### config.mk
export PLATFORM = sky130hd
export DESIGN_NAME = sorted_priority_queue
export DESIGN_NICKNAME = d
export VERILOG_FILES = /design/src/design/spq_pkg.sv /design/src/design/sorted_priority_queue.sv /design/src/design/spq_cell.sv
export SDC_FILE = /design/constraint.sdc
export NUM_CORES = 2
export LEC_CHECK = 0
export BUFFER_PORTS_ARGS = -buffer_cell sky130_fd_sc_hd__buf_4
export CORE_MARGIN = 2
export CORE_UTILIZATION = 25
export DETAILED_ROUTE_END_ITERATION = 10
export PLACE_DENSITY = 0.44
export SYNTH_ARGS = -nofsm -noshare
export SYNTH_HDL_FRONTEND = slang
export SYNTH_SLANG_ARGS = --single-unit
### constraint.sdc
create_clock -name i_clk -period 7.2 [get_ports i_clk]
set_clock_uncertainty 0.05 [all_clocks]
set_input_delay 0.72 -clock i_clk [delete_from_list [all_inputs] [get_ports i_clk]]
set_output_delay 0.72 -clock i_clk [all_outputs]
set_load 0.02 [all_outputs]
### src/design/spq_pkg.sv
// Package for the sorted priority queue.
// Holds shared constants, result status codes and the cell control type.
// No dependencies.
package spq_pkg;

    // Default sizing
    localparam int DEPTH_DEF      = 16;
    localparam int DATA_WIDTH_DEF = 32;

    // Capacity register
    localparam int         CAP_W     = 5;
    localparam logic [4:0] CAP_RESET = 5'd16;

    // Operation codes carried on the input tuser
    localparam logic OP_ENQ = 1'b0;
    localparam logic OP_DEQ = 1'b1;

    // Result status codes
    localparam logic [1:0] ST_ENQ_OK = 2'd0;
    localparam logic [1:0] ST_DEQ_OK = 2'd1;
    localparam logic [1:0] ST_FULL   = 2'd2;
    localparam logic [1:0] ST_EMPTY  = 2'd3;

    // Per-cycle command broadcast to every cell
    typedef struct packed {
        logic ins;  // insert the broadcast value
        logic del;  // shift toward the head
    } t_cell_ctrl;

endpackage

### src/design/sorted_priority_queue.sv
// Sorted priority queue, top level: chain of spq_cell storage slots, fill
// count, capacity register and registered result stage.
// Depends on spq_pkg and spq_cell.
//
// Values sit in a row of DEPTH cells sorted largest first, the head in cell
// 0; equal values leave in arrival order. Each input transaction (tuser 0
// enqueue, 1 dequeue) is applied to every cell at once: each cell compares
// its value with the new one and keeps, takes the new value or takes its
// neighbor's, so a new transaction can be accepted every cycle while the
// output side keeps up. Each transaction returns one registered result in
// the cycle after acceptance, with a status, the removed value (zero unless
// a dequeue succeeded) and the count afterward. The queue is full at
// min(capacity, DEPTH) entries; lowering capacity drops nothing. The user
// must write capacity through i_cfg_we/i_cfg_data while idle; not enforced.
module sorted_priority_queue #(
    parameter int DEPTH      = spq_pkg::DEPTH_DEF,
    parameter int DATA_WIDTH = spq_pkg::DATA_WIDTH_DEF,
    localparam int CNT_W     = $clog2(DEPTH + 1),
    localparam int IN_W      = ((DATA_WIDTH + 7) / 8) * 8,
    localparam int OUT_W     = ((DATA_WIDTH + CNT_W + 7) / 8) * 8
) (
    input  logic                      i_clk,
    input  logic                      i_rst_n,
    // capacity register
    input  logic                      i_cfg_we,
    input  logic [spq_pkg::CAP_W-1:0] i_cfg_data,
    // input stream
    input  logic                      s_axis_tvalid,
    output logic                      s_axis_tready,
    input  logic [IN_W-1:0]           s_axis_tdata,   // value
    input  logic                      s_axis_tuser,   // func
    // result stream
    output logic                      m_axis_tvalid,
    input  logic                      m_axis_tready,
    output logic [OUT_W-1:0]          m_axis_tdata,   // dequeued_value, occupancy
    output logic [1:0]                m_axis_tuser    // status
);

    localparam int CMP_W = (CNT_W > spq_pkg::CAP_W) ? CNT_W : spq_pkg::CAP_W;

    logic [CNT_W-1:0]          r_count;
    logic [CNT_W-1:0]          n_count;
    logic [spq_pkg::CAP_W-1:0] r_cap;
    logic                      r_out_valid;
    logic [1:0]                r_status;
    logic [1:0]                n_status;
    logic [DATA_WIDTH-1:0]     r_deq;
    logic [DATA_WIDTH-1:0]     n_deq;
    logic [CNT_W-1:0]          r_occ;

    logic                  w_accept;
    logic                  w_full;
    logic                  w_empty;
    logic [DATA_WIDTH-1:0] w_value;
    spq_pkg::t_cell_ctrl   w_ctrl;
    logic [DATA_WIDTH-1:0] w_data [DEPTH];
    logic                  w_ge   [DEPTH];

    assign w_value  = s_axis_tdata[DATA_WIDTH-1:0];
    assign w_accept = s_axis_tvalid && s_axis_tready;

    // Input side runs whenever the result register is free or draining
    assign s_axis_tready = !r_out_valid || m_axis_tready;

    // Full at capacity or at the physical depth
    assign w_full  = (r_count == CNT_W'(DEPTH)) ||
                     (CMP_W'(r_count) >= CMP_W'(r_cap));
    assign w_empty = (r_count == '0);

    // Command and status decode
    always_comb begin
        w_ctrl.ins = 1'b0;
        w_ctrl.del = 1'b0;
        n_count    = r_count;
        n_deq      = '0;
        if (s_axis_tuser == spq_pkg::OP_ENQ) begin
            if (w_full) begin
                n_status = spq_pkg::ST_FULL;
            end else begin
                n_status   = spq_pkg::ST_ENQ_OK;
                w_ctrl.ins = w_accept;
                n_count    = r_count + CNT_W'(1);
            end
        end else begin
            if (w_empty) begin
                n_status = spq_pkg::ST_EMPTY;
            end else begin
                n_status   = spq_pkg::ST_DEQ_OK;
                w_ctrl.del = w_accept;
                n_count    = r_count - CNT_W'(1);
                n_deq      = w_data[0];
            end
        end
    end

    // Cell chain
    for (genvar g = 0; g < DEPTH; g++) begin : g_cell
        logic [DATA_WIDTH-1:0] w_left_data;
        logic                  w_left_ge;
        logic [DATA_WIDTH-1:0] w_right_data;

        if (g == 0) begin : g_head
            assign w_left_data = w_value;
            assign w_left_ge   = 1'b1;
        end else begin : g_mid
            assign w_left_data = w_data[g-1];
            assign w_left_ge   = w_ge[g-1];
        end

        if (g == DEPTH - 1) begin : g_tail
            assign w_right_data = w_data[g];
        end else begin : g_body
            assign w_right_data = w_data[g+1];
        end

        spq_cell #(
            .DATA_WIDTH (DATA_WIDTH),
            .CNT_W      (CNT_W),
            .IDX        (g)
        ) u_cell (
            .i_clk        (i_clk),
            .i_ctrl       (w_ctrl),
            .i_count      (r_count),
            .i_value      (w_value),
            .i_left_data  (w_left_data),
            .i_left_ge    (w_left_ge),
            .i_right_data (w_right_data),
            .o_data       (w_data[g]),
            .o_ge         (w_ge[g])
        );
    end

    // Control registers
    always_ff @(posedge i_clk) begin
        if (!i_rst_n) begin
            r_count     <= '0;
            r_cap       <= spq_pkg::CAP_RESET;
            r_out_valid <= 1'b0;
        end else begin
            if (i_cfg_we) begin
                r_cap <= i_cfg_data;
            end
            if (w_accept) begin
                r_count     <= n_count;
                r_out_valid <= 1'b1;
            end else if (m_axis_tready) begin
                r_out_valid <= 1'b0;
            end
        end
    end

    // Result payload
    always_ff @(posedge i_clk) begin
        if (w_accept) begin
            r_status <= n_status;
            r_deq    <= n_deq;
            r_occ    <= n_count;
        end
    end

    assign m_axis_tvalid = r_out_valid;
    assign m_axis_tuser  = r_status;
    assign m_axis_tdata  = OUT_W'({r_occ, r_deq});

`ifndef ASSERT_OFF
    // Fill count never passes the depth
    a_count_bound: assert property (@(posedge i_clk) disable iff (!i_rst_n)
        r_count <= CNT_W'(DEPTH))
        else $error("count above depth");

    // An accepted enqueue that succeeds grows the count by one
    a_enq_grow: assert property (@(posedge i_clk) disable iff (!i_rst_n)
        (w_accept && n_status == spq_pkg::ST_ENQ_OK)
        |=> (r_count == $past(r_count) + CNT_W'(1)))
        else $error("enqueue did not grow count");

    // Dequeue on an empty queue reports empty and keeps count at zero
    a_deq_empty: assert property (@(posedge i_clk) disable iff (!i_rst_n)
        (w_accept && s_axis_tuser == spq_pkg::OP_DEQ && w_empty)
        |=> (m_axis_tuser == spq_pkg::ST_EMPTY && r_count == '0))
        else $error("empty dequeue misreported");

    // Reported occupancy tracks the internal count right after acceptance
    a_occ_track: assert property (@(posedge i_clk) disable iff (!i_rst_n)
        w_accept |=> (r_occ == r_count))
        else $error("occupancy mismatch");

    // Head is never smaller than the second entry
    a_sorted_head: assert property (@(posedge i_clk) disable iff (!i_rst_n)
        (r_count >= CNT_W'(2))
        |-> ($signed(w_data[0]) >= $signed(w_data[1])))
        else $error("head out of order");
`endif

endmodule

### src/design/spq_cell.sv
// One storage cell of the sorted priority queue chain.
// Depends on spq_pkg (t_cell_ctrl).
module spq_cell #(
    parameter int DATA_WIDTH = spq_pkg::DATA_WIDTH_DEF,
    parameter int CNT_W      = 5,
    parameter int IDX        = 0
) (
    input  logic                   i_clk,
    input  spq_pkg::t_cell_ctrl    i_ctrl,
    input  logic [CNT_W-1:0]       i_count,
    input  logic [DATA_WIDTH-1:0]  i_value,
    input  logic [DATA_WIDTH-1:0]  i_left_data,   // neighbor toward the head
    input  logic                   i_left_ge,     // neighbor keeps its place
    input  logic [DATA_WIDTH-1:0]  i_right_data,  // neighbor toward the tail
    output logic [DATA_WIDTH-1:0]  o_data,
    output logic                   o_ge
);

    logic [DATA_WIDTH-1:0] r_data;
    logic [DATA_WIDTH-1:0] n_data;
    logic                  w_occ;

    // Occupied when this slot lies below the fill count
    assign w_occ = i_count > CNT_W'(IDX);

    // Stored value stays ahead of the new one when greater or equal
    assign o_ge   = w_occ && ($signed(r_data) >= $signed(i_value));
    assign o_data = r_data;

    // Insert: keep, take the new value, or take the left neighbor's value.
    // Remove: take the right neighbor's value.
    always_comb begin
        n_data = r_data;
        if (i_ctrl.ins) begin
            if (!o_ge) begin
                n_data = i_left_ge ? i_value : i_left_data;
            end
        end else if (i_ctrl.del) begin
            n_data = i_right_data;
        end
    end

    always_ff @(posedge i_clk) begin
        r_data <= n_data;
    end

endmodule

# ---- Word-level counts from Yosys, hierarchy flattened
# Cells that the tools add are included.
dict set report totals {
  ff_bits 562
  out_inout_bits 44
}
dict set report op_classes {
  eq_ne 16
  addsub 2
  mux 72
  order_cmp 33
  n_reduce_logical 40
  n_bitwise 2
}
# cell count
set ops {}
lappend ops {{32-bit two-way mux} 60}
lappend ops {{32-bit >= comparator} 16}
lappend ops {{5-bit by 4-bit greater-than comparator with 1-bit output (second input constant)} 8}
lappend ops {{2-bit AND reduction} 16}
lappend ops {{2-bit inequality test (second input constant)} 15}
lappend ops {{5-bit by 3-bit greater-than comparator with 1-bit output (second input constant)} 4}
lappend ops {{1-bit logical AND} 17}
lappend ops {{5-bit two-way mux} 3}
lappend ops {{5-bit by 1-bit greater-than comparator with 1-bit output (second input constant)} 2}
lappend ops {{5-bit by 2-bit greater-than comparator with 1-bit output (second input constant)} 2}
lappend ops {{1-bit two-way mux} 6}
lappend ops {{2-bit two-way mux} 3}
lappend ops {{5-bit by 1-bit adder with 5-bit output (second input constant)} 1}
lappend ops {{5-bit == test (second input constant)} 1}
lappend ops {{5-bit >= comparator} 1}
lappend ops {{5-bit logical NOT} 1}
lappend ops {{5-bit by 1-bit subtractor with 5-bit output (second input constant)} 1}
lappend ops {{2-bit nonzero test} 2}
lappend ops {{1-bit logical OR} 2}
lappend ops {{1-bit inverter} 2}
lappend ops {{2-bit OR reduction} 1}
lappend ops {{1-bit logical NOT} 1}

# ---- Logic depth before layout (Yosys ltp)
dict set report depth {
  word_depth 7
  ltp_mapped 13
  depth_no_buf 10
}

# ---- By module
# From an unflattened synthesis, not the netlist that was laid out.
dict set report hier_totals {
  cells_unflattened 4322
  area_unflattened_um2 41860.1
}
# module cells_each area_each_um2 seq_area_each_um2 n_inst
set modules_own_cells {}
lappend modules_own_cells {{spq_cell (g_cell[2].u_cell ...)} 258 2477.4 960.9 3}
lappend modules_own_cells {{spq_cell (g_cell[9].u_cell)} 257 2496.1 960.9 1}
lappend modules_own_cells {{spq_cell (g_cell[8].u_cell)} 262 2493.6 960.9 1}
lappend modules_own_cells {{spq_cell (g_cell[4].u_cell)} 257 2487.4 960.9 1}
lappend modules_own_cells {{spq_cell (g_cell[0].u_cell)} 261 2483.6 960.9 1}
lappend modules_own_cells {{spq_cell (g_cell[12].u_cell)} 259 2481.1 960.9 1}
lappend modules_own_cells {{spq_cell (g_cell[1].u_cell)} 258 2478.6 960.9 1}
lappend modules_own_cells {{spq_cell (g_cell[15].u_cell)} 256 2477.4 960.9 1}
lappend modules_own_cells {{spq_cell (g_cell[13].u_cell)} 258 2474.9 960.9 1}
lappend modules_own_cells {{spq_cell (g_cell[11].u_cell)} 258 2473.6 960.9 1}
lappend modules_own_cells {{spq_cell (g_cell[14].u_cell)} 257 2468.6 960.9 1}
lappend modules_own_cells {{spq_cell (g_cell[10].u_cell)} 260 2461.1 960.9 1}
lappend modules_own_cells {{spq_cell (g_cell[5].u_cell)} 259 2434.8 960.9 1}
lappend modules_own_cells {{spq_cell (g_cell[7].u_cell)} 259 2431.1 960.9 1}
lappend modules_own_cells {sorted_priority_queue 187 2285.9 1391.3 1}

# ---- Least setup slack after synthesis
# No wires, ideal clock.
dict set report synth_path {
  path_kind {in2reg}
  start {input s_axis_tdata[1]}
  end {register g_cell[8].u_cell.r_data[0] (enable)}
  arrival_time_ns 5.103
  n_path_buf 2
  path_slack_ns 1.582
  stages 11
  path_cell_list {clkbuf_1 -> inv_1 -> ha_1 -> nor2b_1 -> o211ai_1 -> a2111o_1 -> a21oi_1 -> nor4b_2 -> nor2_2 -> buf_2 -> o21ai_0}
}
dict set report synth_via {
  elab_chain_cells 4
}
# element line
set synth_rtl {}
lappend synth_rtl {{start: declaration} sorted_priority_queue.sv:30} ;# input logic [IN_W-1:0] s_axis_tdata,
lappend synth_rtl {{32-bit >= comparator} spq_cell.sv:27} ;# assign o_ge = w_occ && ($signed(r_data) >= $signed(i_value));
lappend synth_rtl {{1-bit logical AND} spq_cell.sv:27}
lappend synth_rtl {{2-bit inequality test (no line)} --}
lappend synth_rtl {{2-bit AND reduction (no line)} --}
lappend synth_rtl {{end signal: assignment} spq_cell.sv:44} ;# r_data <= n_data;
lappend synth_rtl {{end: declaration} spq_cell.sv:19} ;# logic [DATA_WIDTH-1:0] r_data;
# Every way passes these cells.
# A chain may end at the register's enable or synchronous reset.

# ---- Final worst setup path
dict set report layout_path {
  start {input s_axis_tdata[24]}
  end {register g_cell[12].u_cell.r_data[15], data pin}
}
dict set report layout_via {
  elab_chain_cells 5
}
# element line
set layout_rtl {}
lappend layout_rtl {{32-bit >= comparator} spq_cell.sv:27}
lappend layout_rtl {{1-bit logical AND} spq_cell.sv:27}
lappend layout_rtl {{32-bit two-way mux} spq_cell.sv:36} ;# n_data = i_left_ge ? i_value : i_left_data;
lappend layout_rtl {{32-bit two-way mux} spq_cell.sv:35} ;# if (!o_ge) begin
lappend layout_rtl {{32-bit two-way mux} spq_cell.sv:34} ;# if (i_ctrl.ins) begin
lappend layout_rtl {{net g_cell[12].u_cell.n_data[15]} spq_cell.sv:20} ;# logic [DATA_WIDTH-1:0] n_data;
lappend layout_rtl {{end signal: assignment} spq_cell.sv:44}
lappend layout_rtl {{end: declaration} spq_cell.sv:19}
# The timed path passes the listed nets, and every way through them passes these cells. The select of a mux whose other input is x is not followed.

==> impl_metrics.ini <==
[run_status]
outcome = finished clean

[setup_path]
cp-endpoint = g_cell[12].u_cell.o_data[15]
crit_required_ns = 7.52
start_kind = input pin
crit_family = simple AND/OR/NAND/NOR gates
r2r_end = g_cell[12].u_cell.o_data[15]
critical_path.max_fanout = 21
criticalPathCategory = input pin to register
cp_cell_sequence = buf_4 > inv_1 > ha_1 > nand4_1 > nor4_1 > o311a_1 > o31a_1 > a21o_2 > buf_4 > mux2i_1 > o21ai_0
cp.arrival_ns = 5.38
slowest_delay_ns = 1.19
path_depth = 11
crit_top_cell = buf_4
crit_start = s_axis_tdata[24]
regToRegStartpoint = g_cell[11].u_cell.o_data[27]
r2r_slack_ns = 2.60
end_kind = register
crit_slowest_cell = nor4_1
worst-path-buf-inv = 3
r2r_cells = 9

[pwr]
irDropWorstVdd_mv = 0.185
power_frac_comb_pct = 23.6
powerDensity_nw_per_um2 = 241
power_frac_seq_pct = 42.4
p_leak_uw = 0.0197
clock_power_share_pct = 34.1
power.switching_uw = 3470
p_total_uw = 10700
swShare_pct = 32.3
intPower_uw = 7270

[finish]
final_cells = 5958
drive_gt1_share_pct = 7.95
design_area_um2 = 44600
n_fill_cell = 16726
layout_commonest_cell = nand2_1
diodes = 0
fin_nets = 4400
layout_common_cells = nand2_1 (574), edfxtp_1 (551), ha_1 (522)
area_growth_pct = 12.1

[drt]
drc_errors = 0
route.vias.total = 30031
wirelength_um = 127000
wire_per_inst_um = 21.3
drt-initial-drc-count = 2344
ant_nets = 0
viasPerCell = 5.04
drt_pass1_iterations = 6

[clocking]
cts.path.max_buffers = 3
cts_resized = 0
hold_buffers = 0
post_cts_buffers = 0
clock_sinks = 562
clk_pin_slew_ns = 0.06
cts_max_level = 3
cts_buffers = 71
root_buffer = clkbuf_16
cts_tree = built
insertion_delay_ns = 0.66

[sta]
worst_pin_slew_ns = 1.38
worst_slack_ns = 2.15
rsz0062_at_grt = no
period_share_pct = 70.1
maxSlewHeadroom_pct = 7.05
tns_ns = 0
max_clock_freq_mhz = 198
slew_violations = 0
finalSetupViolCount = 0
fin_crit_ns = 5.05
hold_violations = 0

[placed_design]
portBuffers = 83
placedCellCount = 5834
dp_hpwl_um = 94700
place_congestion = 0.833
placedInstanceArea_um2 = 42300
pre_cts_ws_ns = 1.66

[global_route]
globalRouteOverflowTotal = 0
grt_use_met3_pct = 2.05
grt_pass1_wl_um = 194000
met1_usage_pct = 23.0
grt_pass1_vias = 30746
use_met2_pct = 24.0
top_usage_layer = met2
grtUsageTotal_pct = 15.5
grt_max_degree = 237
antenna_found_initial = 6

[logic_synthesis]
avgSynthCellArea_um2 = 10.4
ys_async_sr_fraction_pct = 0
synth.distinct_cells = 74
syn_inst = 3817
ys_seq_elements = 562
ys.flop_type = edfxtp_1
yosysWarnings = 0
synth_edf_count = 551
seq_area_frac_synth_pct = 42.2
syn_area_um2 = 39700

[floorplan]
die_w_um = 403
core_um2 = 158000
start_util_pct = 25.1
io_pins = 87
rows = 146
die-area_um2 = 162000
die_y_um = 403

[min_path]
min_path_type = input pin to register

[flow_run]
cap_violations = 0
## kinds of logic after synthesis
| logic type | after synthesis | share of synthesized area, % |
|---|---|---|
| flops | 562 | 42.2 |
| buf+inv | 282 | 4.05 |
| fa+ha+maj | 522 | 16.4 |
| other cells | 1 | 0.00943 |
| simple gates | 1005 | 11.7 |
| xor+xnor | 3 | 0.0661 |
| compound gates | 997 | 14.0 |
| mux | 445 | 11.6 |
## routing by layer
metal,routed length (um),vias up
met2,55700,553
met3,4820,134
met4,1920,4
li1,-,14527
met5,24,-
met1,64600,14813
## worst min-delay path by stage
stage	start	endpoint	slack [ns]	cells after the start
finish	i_cfg_data[4]	r_cap[4]	0.24	3
global route	i_cfg_data[4]	r_cap[4]	0.22	3
CTS	i_cfg_data[4]	r_cap[4]	0.19	3
detailed placement	r_cap[4]	r_cap[4]	0.45	2
global placement	r_cap[4]	r_cap[4]	0.44	2
floorplan	r_cap[4]	r_cap[4]	0.43	2
## per-stage QoR
stage	hold WS (ns)	utilization, %
floorplan	0.430	-
global placement	0.443	26.7
detailed placement	0.453	26.7
CTS	0.193	28.2
global route	0.220	28.2
finish	0.238	28.2
## power by group through the flow
stage / logic (uW) / registers, uW / clock network [uW]
finish: 2530 / 4550 / 3660
global route: 2880 / 4600 / 3880
CTS: 2530 / 4560 / 3760
detailed placement: 2520 / 4620 / 0
global placement: 2470 / 4630 / 0
floorplan: 1770 / 4480 / 0
## worst register-to-register path: cells and delay by family (launching register included)
family	cells	cell delay, ns
buffers and inverters	1	0.44
and+or+nand+nor	2	1.39
muxes	1	0.31
DFF	1	0.45
AOI/OAI and AO/OA	4	1.35
adders and majority gates	1	0.35
## Yosys cell counts (all sizes together), types with 6 or more instances
| cell | number | area, um^2 |
|---|---|---|
| nand2 | 577 | 2170 |
| edfxtp | 551 | 16500 |
| o21ai | 538 | 2700 |
| ha | 522 | 6530 |
| mux2i | 413 | 4130 |
| a21oi | 270 | 1350 |
| clkbuf | 144 | 771 |
| nand4 | 115 | 719 |
| nor2 | 84 | 385 |
| nand3 | 73 | 365 |
| inv | 71 | 267 |
| buf | 66 | 568 |
| a21o | 54 | 407 |
| and3 | 39 | 244 |
| mux2 | 32 | 469 |
| nor2b | 30 | 188 |
| nor3 | 23 | 115 |
| nor4 | 22 | 138 |
| o211ai | 20 | 150 |
| a211oi | 15 | 118 |
| o21a | 12 | 90.1 |
| dfxtp | 11 | 220 |
| a2111oi | 10 | 87.6 |
| o221ai | 10 | 87.6 |
| a32o | 9 | 90.1 |
| o2bb2ai | 9 | 78.8 |
| a21boi | 8 | 60.1 |
| a221oi | 8 | 70.1 |
| and2 | 8 | 50.1 |
| nand2b | 8 | 50.1 |
| a22oi | 7 | 52.6 |
| nor3b | 7 | 57.6 |
| or4 | 6 | 45.0 |
## registers in the layout (all words and copies together), names as in the netlist
name	count
r_cap	5
r_count	5
g_cell.u_cell.o_data	512
r_occ	5
m_axis_tuser	2
r_deq	32
m_axis_tvalid	1
## final cells by class
cell class / instances / area, um^2 / share of cell area [%]
tap: 2072 / 2590 / 5.82
timing repair buffer: 153 / 1200 / 2.69
multi-input combinational: 2975 / 21500 / 48.2
sequential: 562 / 16800 / 37.6
clock inverter: 38 / 355 / 0.798
inverter: 72 / 270 / 0.607
clock buffer: 86 / 1920 / 4.30
Note: power is estimated with default switching activity, not from simulation.
